<file path="config.mk">
export PLATFORM = sky130hd
export DESIGN_NAME = reflow_profile_setpoint_unit
export DESIGN_NICKNAME = d
export VERILOG_FILES = /design/src/design/rpsu_pkg.sv /design/src/design/rpsu_ram.sv /design/src/design/reflow_profile_setpoint_unit.sv
export VERILOG_INCLUDE_DIRS = /design/src /design/src/design
export SDC_FILE = /design/constraint.sdc
export NUM_CORES = 2
export LEC_CHECK = 0
export BUFFER_PORTS_ARGS = -buffer_cell sky130_fd_sc_hd__buf_4
export CAP_MARGIN = 25
export CORE_UTILIZATION = 38
export CTS_BUF_LIST = sky130_fd_sc_hd__clkbuf_8
export CTS_CLUSTER_SIZE = 12
export DETAILED_ROUTE_END_ITERATION = 8
export GPL_TIMING_DRIVEN = 0
export PLACE_DENSITY = 0.65
export SYNTH_ARGS = -nofsm -noshare
export SYNTH_HDL_FRONTEND = slang
export SYNTH_SLANG_ARGS = --single-unit
export TNS_END_PERCENT = 1
</file>
<file path="constraint.sdc">
create_clock -name clk -period 6.85 [get_ports clk]
set_input_delay 0.685 -clock clk [delete_from_list [all_inputs] [get_ports clk]]
set_output_delay 0.685 -clock clk [all_outputs]
set_load 0.1 [all_outputs]
</file>
<file path="src/design/reflow_profile_setpoint_unit_defines.svh">
// Assertion macros for the reflow setpoint unit design file.
// Expects clk and arst_n in the scope where a macro is used.
`ifndef REFLOW_PROFILE_SETPOINT_UNIT_DEFINES_SVH
`define REFLOW_PROFILE_SETPOINT_UNIT_DEFINES_SVH

// Same-cycle implication, disabled while reset is asserted.
`define RPSU_ASSERT_IMPL(lbl, ante, cons, msg) \
	lbl: assert property (@(posedge clk) disable iff (!arst_n) (ante) |-> (cons)) \
		else $error(msg);

// Next-cycle implication, disabled while reset is asserted.
`define RPSU_ASSERT_NEXT(lbl, ante, cons, msg) \
	lbl: assert property (@(posedge clk) disable iff (!arst_n) (ante) |=> (cons)) \
		else $error(msg);

`endif

</file>
<file path="src/design/rpsu_pkg.sv">
// Types, constants and breakpoint tables for the reflow setpoint unit.
// No dependencies; used by rpsu_ram and reflow_profile_setpoint_unit.
package rpsu_pkg;

	localparam int ROW_W     = 2;
	localparam int TIME_W    = 9;
	localparam int TEMP_W    = 8;
	localparam int DIV_STEPS = 18;

	localparam logic [TIME_W-1:0] SECS_CLAMP     = 9'd500;
	localparam logic [TEMP_W-1:0] SETPOINT_FLOOR = 8'd50;
	localparam logic [TEMP_W-1:0] SETPOINT_CEIL  = 8'd250;

	localparam int TBL_ROWS = 3;
	localparam int TBL_COLS = 10;

	typedef struct packed {
		logic [TIME_W-1:0] bp_time;
		logic [TEMP_W-1:0] bp_temp;
	} rpsu_bp_t;

	typedef enum logic [2:0] {
		ST_IDLE,
		ST_LOAD0,
		ST_WALK,
		ST_MUL,
		ST_DIV,
		ST_FIN
	} rpsu_state_t;

	localparam logic [TIME_W-1:0] BP_TIME [TBL_ROWS][TBL_COLS] = '{
		'{9'd0, 9'd80, 9'd170, 9'd260, 9'd290, 9'd390, 9'd500, 9'd500, 9'd500, 9'd500},
		'{9'd0, 9'd70, 9'd160, 9'd250, 9'd280, 9'd360, 9'd500, 9'd500, 9'd500, 9'd500},
		'{9'd0, 9'd50, 9'd140, 9'd190, 9'd220, 9'd280, 9'd500, 9'd500, 9'd500, 9'd500}
	};

	localparam logic [TEMP_W-1:0] BP_TEMP [TBL_ROWS][TBL_COLS] = '{
		'{8'd50, 8'd150, 8'd180, 8'd250, 8'd250, 8'd50, 8'd50, 8'd50, 8'd50, 8'd50},
		'{8'd50, 8'd120, 8'd150, 8'd220, 8'd220, 8'd50, 8'd50, 8'd50, 8'd50, 8'd50},
		'{8'd50, 8'd100, 8'd130, 8'd170, 8'd170, 8'd50, 8'd50, 8'd50, 8'd50, 8'd50}
	};

	localparam logic [TIME_W-1:0] COOL_TIME [TBL_ROWS] = '{9'd290, 9'd280, 9'd220};

	// Breakpoint lookup; rows and columns past the built-in data read as zero.
	function automatic rpsu_bp_t bp_lookup(input logic [ROW_W-1:0] row, input logic [4:0] col);
		rpsu_bp_t bp;
		bp = '0;
		if ((row < 2'(TBL_ROWS)) && (col < 5'(TBL_COLS))) begin
			bp.bp_time = BP_TIME[row][col[3:0]];
			bp.bp_temp = BP_TEMP[row][col[3:0]];
		end
		return bp;
	endfunction

	function automatic logic [TIME_W-1:0] cool_lookup(input logic [ROW_W-1:0] row);
		logic [TIME_W-1:0] t;
		t = '0;
		if (row < 2'(TBL_ROWS)) begin
			t = COOL_TIME[row];
		end
		return t;
	endfunction

endpackage

</file>
<file path="src/design/rpsu_ram.sv">
// Generic single-write, single-read RAM with a registered read port.
// Depends on rpsu_pkg only through the project-wide import convention.
module rpsu_ram
	import rpsu_pkg::*;
#(
	parameter int WIDTH = 17,
	parameter int DEPTH = 64
) (
	input  logic                     clk,
	input  logic                     we,
	input  logic [$clog2(DEPTH)-1:0] waddr,
	input  logic [WIDTH-1:0]         wdata,
	input  logic                     re,
	input  logic [$clog2(DEPTH)-1:0] raddr,
	output logic [WIDTH-1:0]         rdata
);

	logic [WIDTH-1:0] mem_q [DEPTH];

	always_ff @(posedge clk) begin
		if (we) begin
			mem_q[waddr] <= wdata;
		end
		if (re) begin
			rdata <= mem_q[raddr];
		end
	end

endmodule

</file>
<file path="src/design/reflow_profile_setpoint_unit.sv">
// Reflow setpoint unit: breakpoint walk over a RAM copy of the profile tables,
// then a multiply and an 18-step restoring divide.
// Depends on rpsu_pkg, rpsu_ram and reflow_profile_setpoint_unit_defines.svh.
`include "reflow_profile_setpoint_unit_defines.svh"
// Flow: an accepted request goes through ST_LOAD0, ST_WALK (one breakpoint RAM read per cycle),
// ST_MUL, ST_DIV and ST_FIN before output tvalid; a new request is taken only back in ST_IDLE.
// Reset: profile 0; after reset a fill pass copies the tables into all
// 4 * 2**clog2(NUM_POINTS) RAM entries (64 by default) with s_axis_tready low.
module reflow_profile_setpoint_unit
	import rpsu_pkg::*;
#(
	parameter int NUM_POINTS   = 10,
	parameter int NUM_PROFILES = 3
) (
	input  logic        clk,
	input  logic        arst_n,
	input  logic        cfg_valid,
	output logic        cfg_ready,
	input  logic [1:0]  cfg_data,       // [1:0] profile_select
	input  logic        s_axis_tvalid,
	output logic        s_axis_tready,
	input  logic [15:0] s_axis_tdata,   // [15:0] elapsed_seconds
	output logic        m_axis_tvalid,
	input  logic        m_axis_tready,
	output logic [23:0] m_axis_tdata    // [7:0] setpoint_celsius, [16:8] cooldown_start
);

	localparam int CW    = $clog2(NUM_POINTS);
	localparam int AW    = ROW_W + CW;
	localparam int DEPTH = 1 << AW;
	localparam int BP_W  = TIME_W + TEMP_W;
	localparam logic [CW-1:0] LAST_COL = CW'(NUM_POINTS - 1);
	localparam logic [4:0]    LAST_CNT = 5'(DIV_STEPS - 1);
	localparam logic signed [19:0] V_MIN = $signed({12'd0, SETPOINT_FLOOR});
	localparam logic signed [19:0] V_MAX = $signed({12'd0, SETPOINT_CEIL});

	rpsu_state_t state_q, state_d;

	logic [ROW_W-1:0]  profile_select_q;
	logic              fill_active_q;
	logic [AW-1:0]     fill_addr_q;
	logic              out_valid_q;
	logic [TEMP_W-1:0] out_sp_q;
	logic [TIME_W-1:0] out_cool_q;

	logic [TIME_W-1:0] t_q;
	logic [CW-1:0]     k_q;
	rpsu_bp_t          prev_q, cur_q;
	logic              neg_q, zero_span_q;
	logic [17:0]       quo_q;
	logic [9:0]        rem_q;
	logic [8:0]        div_q;
	logic [4:0]        div_cnt_q;

	rpsu_bp_t          rd_bp, fill_bp;
	logic [BP_W-1:0]   rdata;
	logic              re;
	logic [CW-1:0]     raddr_col;
	logic              advance, s_acc, out_load;

	logic signed [9:0]  dt, span;
	logic signed [8:0]  dv;
	logic signed [18:0] prod, prod_mag;
	logic signed [9:0]  span_mag;
	logic [9:0]         trial;
	logic               q_bit;
	logic signed [18:0] q_signed;
	logic signed [19:0] v_sum;
	logic [TEMP_W-1:0]  v_clamped;

	assign cfg_ready     = 1'b1;
	assign m_axis_tvalid = out_valid_q;
	assign m_axis_tdata  = {7'd0, out_cool_q, out_sp_q};
	assign rd_bp         = rpsu_bp_t'(rdata);
	assign fill_bp       = bp_lookup(fill_addr_q[AW-1:CW], 5'(fill_addr_q[CW-1:0]));
	assign s_acc         = s_axis_tvalid && s_axis_tready;
	assign advance       = (k_q != LAST_COL) && (t_q > rd_bp.bp_time);
	assign out_load      = (state_q == ST_FIN) && (!out_valid_q || m_axis_tready);

	rpsu_ram #(
		.WIDTH(BP_W),
		.DEPTH(DEPTH)
	) u_bp_ram (
		.clk  (clk),
		.we   (fill_active_q),
		.waddr(fill_addr_q),
		.wdata(fill_bp),
		.re   (re),
		.raddr({profile_select_q, raddr_col}),
		.rdata(rdata)
	);

	always_ff @(posedge clk or negedge arst_n) begin
		if (!arst_n) begin
			state_q <= ST_IDLE;
		end else begin
			state_q <= state_d;
		end
	end

	always_comb begin
		state_d       = state_q;
		re            = 1'b0;
		raddr_col     = '0;
		s_axis_tready = (state_q == ST_IDLE) && !fill_active_q;
		unique case (state_q)
			ST_IDLE: begin
				if (s_acc) begin
					re      = 1'b1;
					state_d = ST_LOAD0;
				end
			end
			ST_LOAD0: begin
				re        = 1'b1;
				raddr_col = CW'(1);
				state_d   = ST_WALK;
			end
			ST_WALK: begin
				if (advance) begin
					re        = 1'b1;
					raddr_col = k_q + CW'(1);
				end else begin
					state_d = ST_MUL;
				end
			end
			ST_MUL: begin
				state_d = ST_DIV;
			end
			ST_DIV: begin
				if (div_cnt_q == LAST_CNT) begin
					state_d = ST_FIN;
				end
			end
			ST_FIN: begin
				if (!out_valid_q || m_axis_tready) begin
					state_d = ST_IDLE;
				end
			end
			default: begin
				state_d = ST_IDLE;
			end
		endcase
	end

	// Control registers: profile, fill sweep, output valid
	always_ff @(posedge clk or negedge arst_n) begin
		if (!arst_n) begin
			profile_select_q <= '0;
			fill_active_q    <= 1'b1;
			fill_addr_q      <= '0;
			out_valid_q      <= 1'b0;
		end else begin
			// drop writes that name a profile that does not exist
			if (cfg_valid && ({3'd0, cfg_data} < 5'(NUM_PROFILES))) begin
				profile_select_q <= cfg_data;
			end
			if (fill_active_q) begin
				fill_addr_q <= fill_addr_q + AW'(1);
				if (fill_addr_q == {AW{1'b1}}) begin
					fill_active_q <= 1'b0;
				end
			end
			if (out_load) begin
				out_valid_q <= 1'b1;
			end else if (m_axis_tready) begin
				out_valid_q <= 1'b0;
			end
		end
	end

	always_comb begin
		dt       = $signed({1'b0, t_q}) - $signed({1'b0, prev_q.bp_time});
		span     = $signed({1'b0, cur_q.bp_time}) - $signed({1'b0, prev_q.bp_time});
		dv       = $signed({1'b0, cur_q.bp_temp}) - $signed({1'b0, prev_q.bp_temp});
		prod     = 19'(dt * dv);
		prod_mag = prod[18] ? -prod : prod;
		span_mag = span[9] ? -span : span;
		trial    = {rem_q[8:0], quo_q[17]};
		q_bit    = (trial >= {1'b0, div_q});
		q_signed = neg_q ? -$signed({1'b0, quo_q}) : $signed({1'b0, quo_q});
		v_sum    = zero_span_q ? $signed({12'd0, prev_q.bp_temp})
		                       : 20'(q_signed) + $signed({12'd0, prev_q.bp_temp});
		if (v_sum < V_MIN) begin
			v_clamped = SETPOINT_FLOOR;
		end else if (v_sum > V_MAX) begin
			v_clamped = SETPOINT_CEIL;
		end else begin
			v_clamped = v_sum[7:0];
		end
	end

	// Datapath registers
	always_ff @(posedge clk) begin
		case (state_q)
			ST_IDLE: begin
				if (s_acc) begin
					t_q <= (s_axis_tdata > 16'(SECS_CLAMP)) ? SECS_CLAMP : s_axis_tdata[8:0];
				end
			end
			ST_LOAD0: begin
				prev_q <= rd_bp;
				k_q    <= CW'(1);
			end
			ST_WALK: begin
				if (advance) begin
					prev_q <= rd_bp;
					k_q    <= k_q + CW'(1);
				end else begin
					cur_q <= rd_bp;
				end
			end
			ST_MUL: begin
				neg_q       <= prod[18] ^ span[9];
				zero_span_q <= (span == 10'sd0);
				quo_q       <= prod_mag[17:0];
				div_q       <= span_mag[8:0];
				rem_q       <= '0;
				div_cnt_q   <= '0;
			end
			ST_DIV: begin
				rem_q     <= q_bit ? (trial - {1'b0, div_q}) : trial;
				quo_q     <= {quo_q[16:0], q_bit};
				div_cnt_q <= div_cnt_q + 5'd1;
			end
			default: begin
			end
		endcase
		if (out_load) begin
			out_sp_q   <= v_clamped;
			out_cool_q <= cool_lookup(profile_select_q);
		end
	end

	`RPSU_ASSERT_IMPL(a_no_accept_in_fill, fill_active_q, !s_axis_tready,
		"input accepted during table fill")
	`RPSU_ASSERT_NEXT(a_accept_starts_walk, s_acc, state_q == ST_LOAD0,
		"accepted request did not start the walk")
	`RPSU_ASSERT_IMPL(a_walk_index, state_q == ST_WALK,
		(k_q >= CW'(1)) && (k_q <= LAST_COL), "walk index out of range")
	`RPSU_ASSERT_IMPL(a_div_count, state_q == ST_DIV, div_cnt_q <= LAST_CNT,
		"divider ran past its step count")
	`RPSU_ASSERT_IMPL(a_setpoint_range, m_axis_tvalid,
		(m_axis_tdata[7:0] >= SETPOINT_FLOOR) && (m_axis_tdata[7:0] <= SETPOINT_CEIL),
		"setpoint outside clamp range")

endmodule

</file>
==> summary.txt <==
Status
  • Status: finished with violations
  • Failing checks: negative setup slack

Clock tree
  • Max clock buf depth: 3
  • TritonCTS Buffers: approximately 170
  • CTS tree: built
  • Clk slew on worst S/H paths: 60 ps
  • Root Buffer: clkbuf_8
  • Clk_lat worst skew: a little over 900 ps
  • H-Tree Level Count: 4
  • Clk sinks: about 1100

Worst setup path
  • R2R Setup Slk: -270 ps
  • Setup Crit Path Kind: register to register
  • Crit path DAT: 7730 ps
  • R2R Path Start: t_q[1]$_SDFFCE_PN0P_
  • CP delay by family, top: adder cells
  • Most frequent CP cell: fa_1
  • Worst path buffer plus inverter count: 5
  • CP Max Fanout: 8
  • Worst reg2reg path depth: 28
  • Reg-to-reg critical path endpoint: quo_q[9]$_DFFE_PP_
  • Crit start category: register
  • Highest-delay cell along the critical path: fa_1
  • Worst Path Required: 7470 ps
  • CP max stage delay: 550 ps
  • Crit end category: register

Timing
  • Post-Route Skew: roughly 60 ps
  • Final setup fails: 17
  • Relative slew slack: 21.5%
  • RSZ-0062 raised after global routing: yes
  • Worst slew pin tran: 1170 ps
  • Max Clk Rate: 141 MHz
  • Final Cycle Share: 104%
  • Fin crit period: 7120 ps
  • Final worst slack: -265 ps
  • Final Hold Fails: 0
  • Slew Viols, Final: 0

Worst hold path
  • Endpoint, Worst Hold: t_q[7]$_SDFFCE_PN1P_
  • Hold-critical path depth: 2
  • Hold WC Path Type: input pin to register
  • Hold Crit Start: s_axis_tdata[7]

Yosys
  • Cell Area, Synth: between 40000 and 50000 um^2
  • Synth Warn #: 0
  • Area leader, netlist: edfxtp_1
  • #FFs+latches synth: 1085
  • EDFF count, synth: 1072
  • Largest cells by area after synthesis: edfxtp_1 65%, mux2i_1 4.6%, fa_1 3.3%
  • Async SR Flop Fraction: 1.20%
  • Post-Synthesis Cells: 3547
  • Netlist cell types: between 80 and 90
  • Synth top area share: around 65%
  • Top_reg_cell synth: edfxtp_1
  • Synthesized area per cell: around 14 um^2
  • Seq/Total Area, Yosys: 65.3%
  • Most common cell in the netlist: edfxtp_1
  • Most frequent cells after synthesis: 1072 x edfxtp_1, 227 x mux2i_1, 203 x clkbuf_1

Placed design
  • GPL Wtd Cong: 0.913
  • Port Buffer Count: 40
  • Hpwl dp: 102000 um
  • Post-Place Setup Slack: -996 ps

Floorplanning
  • # rows: between 100 and 150
  • Die X: 364 um
  • DIE AREA: 132000 um^2
  • Die Y: 364 um
  • I/O pin count: 50
  • Initial core utilization: a little under two fifths
  • Core Area: about 130000 um^2

Route
  • Drt via density: between 5 and 6
  • Detailed Routing Iterations Pass 1: 7
  • DRT Wirelength: 141000 um
  • Antenna Nets Post-Route: 0
  • Remaining DRCs: 0
  • Routed length per instance: ~24 um
  • Initial DRC Count: 3795
  • Vias: approximately 33000

Finish
  • Layout cells sized above 1: between 10 and 15%
  • Layout area overhead: 16.1%
  • Fillers: 11483
  • Nets: 4145

Global routing
  • GRT Residual Overflow: 0
  • Vias in the first global route: 32131
  • Initial antenna violation count: 2
  • Largest net degree at the start of global routing: 35
  • Global Route Usage Sum: 21.1%
  • First-pass GRT wire length: about 210000 um

Run
  • Max-cap violations: 0
[registers in the layout, summed over array words and instances (netlist names)]
name              count
out_cool_q            4
div_q                 8
k_q                   4
m_axis_tvalid         1
div_cnt_q             5
profile_select_q      2
quo_q                18
fill_active_q         1
prev_q               15
u_bp_ram.rdata       15
rem_q                 9
zero_span_q           1
cur_q                15
out_sp_q              8
u_bp_ram.mem_q      960
neg_q                 1
fill_addr_q           6
t_q                   9
state_q               3
[cells in the final DEF, fill, tap and decap left out, drive strengths merged, types with 17 or more instances in the layout]
cell type / n
nand2: 183
nand4: 28
nor3: 40
nand2b: 32
o41ai: 17
a21o: 19
and3: 189
and2: 39
o221ai: 60
clkbuf: 371
xnor2: 42
ha: 104
edfxtp: 1072
a211oi: 82
mux2i: 227
o21ai: 95
nand3: 31
a21oi: 77
a2111oi: 122
fa: 81
xor2: 23
inv: 222
nor2: 174
clkinv: 63
nor2b: 20
mux2: 42
buf: 222
conb: 24
nor4: 52
o311ai: 18
o22ai: 96
a31oi: 17
[stage by stage]
stage / cell area [um^2] / setup TNS [ps] / hold slack [ps] / util, % / std cells
5_1_grt: 57800 / -8080 / 110 / 44.6 / 5809
6_report: 57800 / -3580 / 127 / 44.6 / 5809
2_1_floorplan: 50000 / 0 / 389 / - / 3569
3_5_place_dp: 54100 / -15400 / 441 / 41.7 / 5482
3_3_place_gp: 52400 / -1385390 / 433 / 40.5 / 5351
4_1_cts: 57600 / -2630 / 39.8 / 44.4 / 5805
[routing by layer]
layer	GRT usage [%]	vias to the layer above	wire [um]	part of all wire [%]
li1	-	14621	-	-
met1	27.8	16412	56600	40
met2	33.7	1674	66100	47
met3	3.64	302	12000	8.5
met4	10.5	2	6660	4.7
met5	0	-	18	0.013
[worst max path at each step]
stage / start / to / slack [ps] / cells after the start
floorplan: prev_q[9]$_DFFE_PP_ / quo_q[6]$_DFFE_PP_ / 2 / 28
CTS: prev_q[1]$_DFFE_PP_ / quo_q[9]$_DFFE_PP_ / -240 / 29
global route: t_q[1]$_SDFFCE_PN0P_ / quo_q[2]$_DFFE_PP_ / -550 / 27
detailed placement: prev_q[2]$_DFFE_PP_ / quo_q[17]$_DFFE_PP_ / -1000 / 27
finish: t_q[1]$_SDFFCE_PN0P_ / quo_q[9]$_DFFE_PP_ / -270 / 28
global placement: fill_addr_q[5]$_DFFE_PN0P_ / u_bp_ram.mem_q[24][7]$_DFFE_PP_ / -3460 / 7
[kinds of logic after synthesis]
kind of cell | Yosys count | synth area share [%]
simple gates | 848 | 8.87
other cells | 2 | 0.0151
flops | 1085 | 65.3
buf+inv | 396 | 3.10
mux | 269 | 5.52
xor+xnor | 67 | 1.23
fa+ha+maj | 185 | 5.87
compound gates | 695 | 10.1
[what timing repair did]
action	CTS	global route
setup buffers	17	1
cloned	1	1
endpoints found under the hold margin	15	0
pin swaps	35	36
hold buffers	4	0
setup endpoints to repair	17	17
gates resized for setup	37	31
[area by class of cell]
cell class / count / area, um^2 / share of cell area, %
buffer: 231 / 961 / 1.66
timing repair buffer: 196 / 2020 / 3.50
tap: 1742 / 2180 / 3.77
sequential: 1085 / 32500 / 56.3
multi-input combinational: 2088 / 16400 / 28.4
antenna: 1 / 2.50 / 0.00433
clock inverter: 131 / 756 / 1.31
inverter: 164 / 616 / 1.07
clock buffer: 171 / 2350 / 4.07
Power is left out: the tool's default activity adds up to more than one toggle a clock period on the data nets, which glitch-free logic cannot reach.
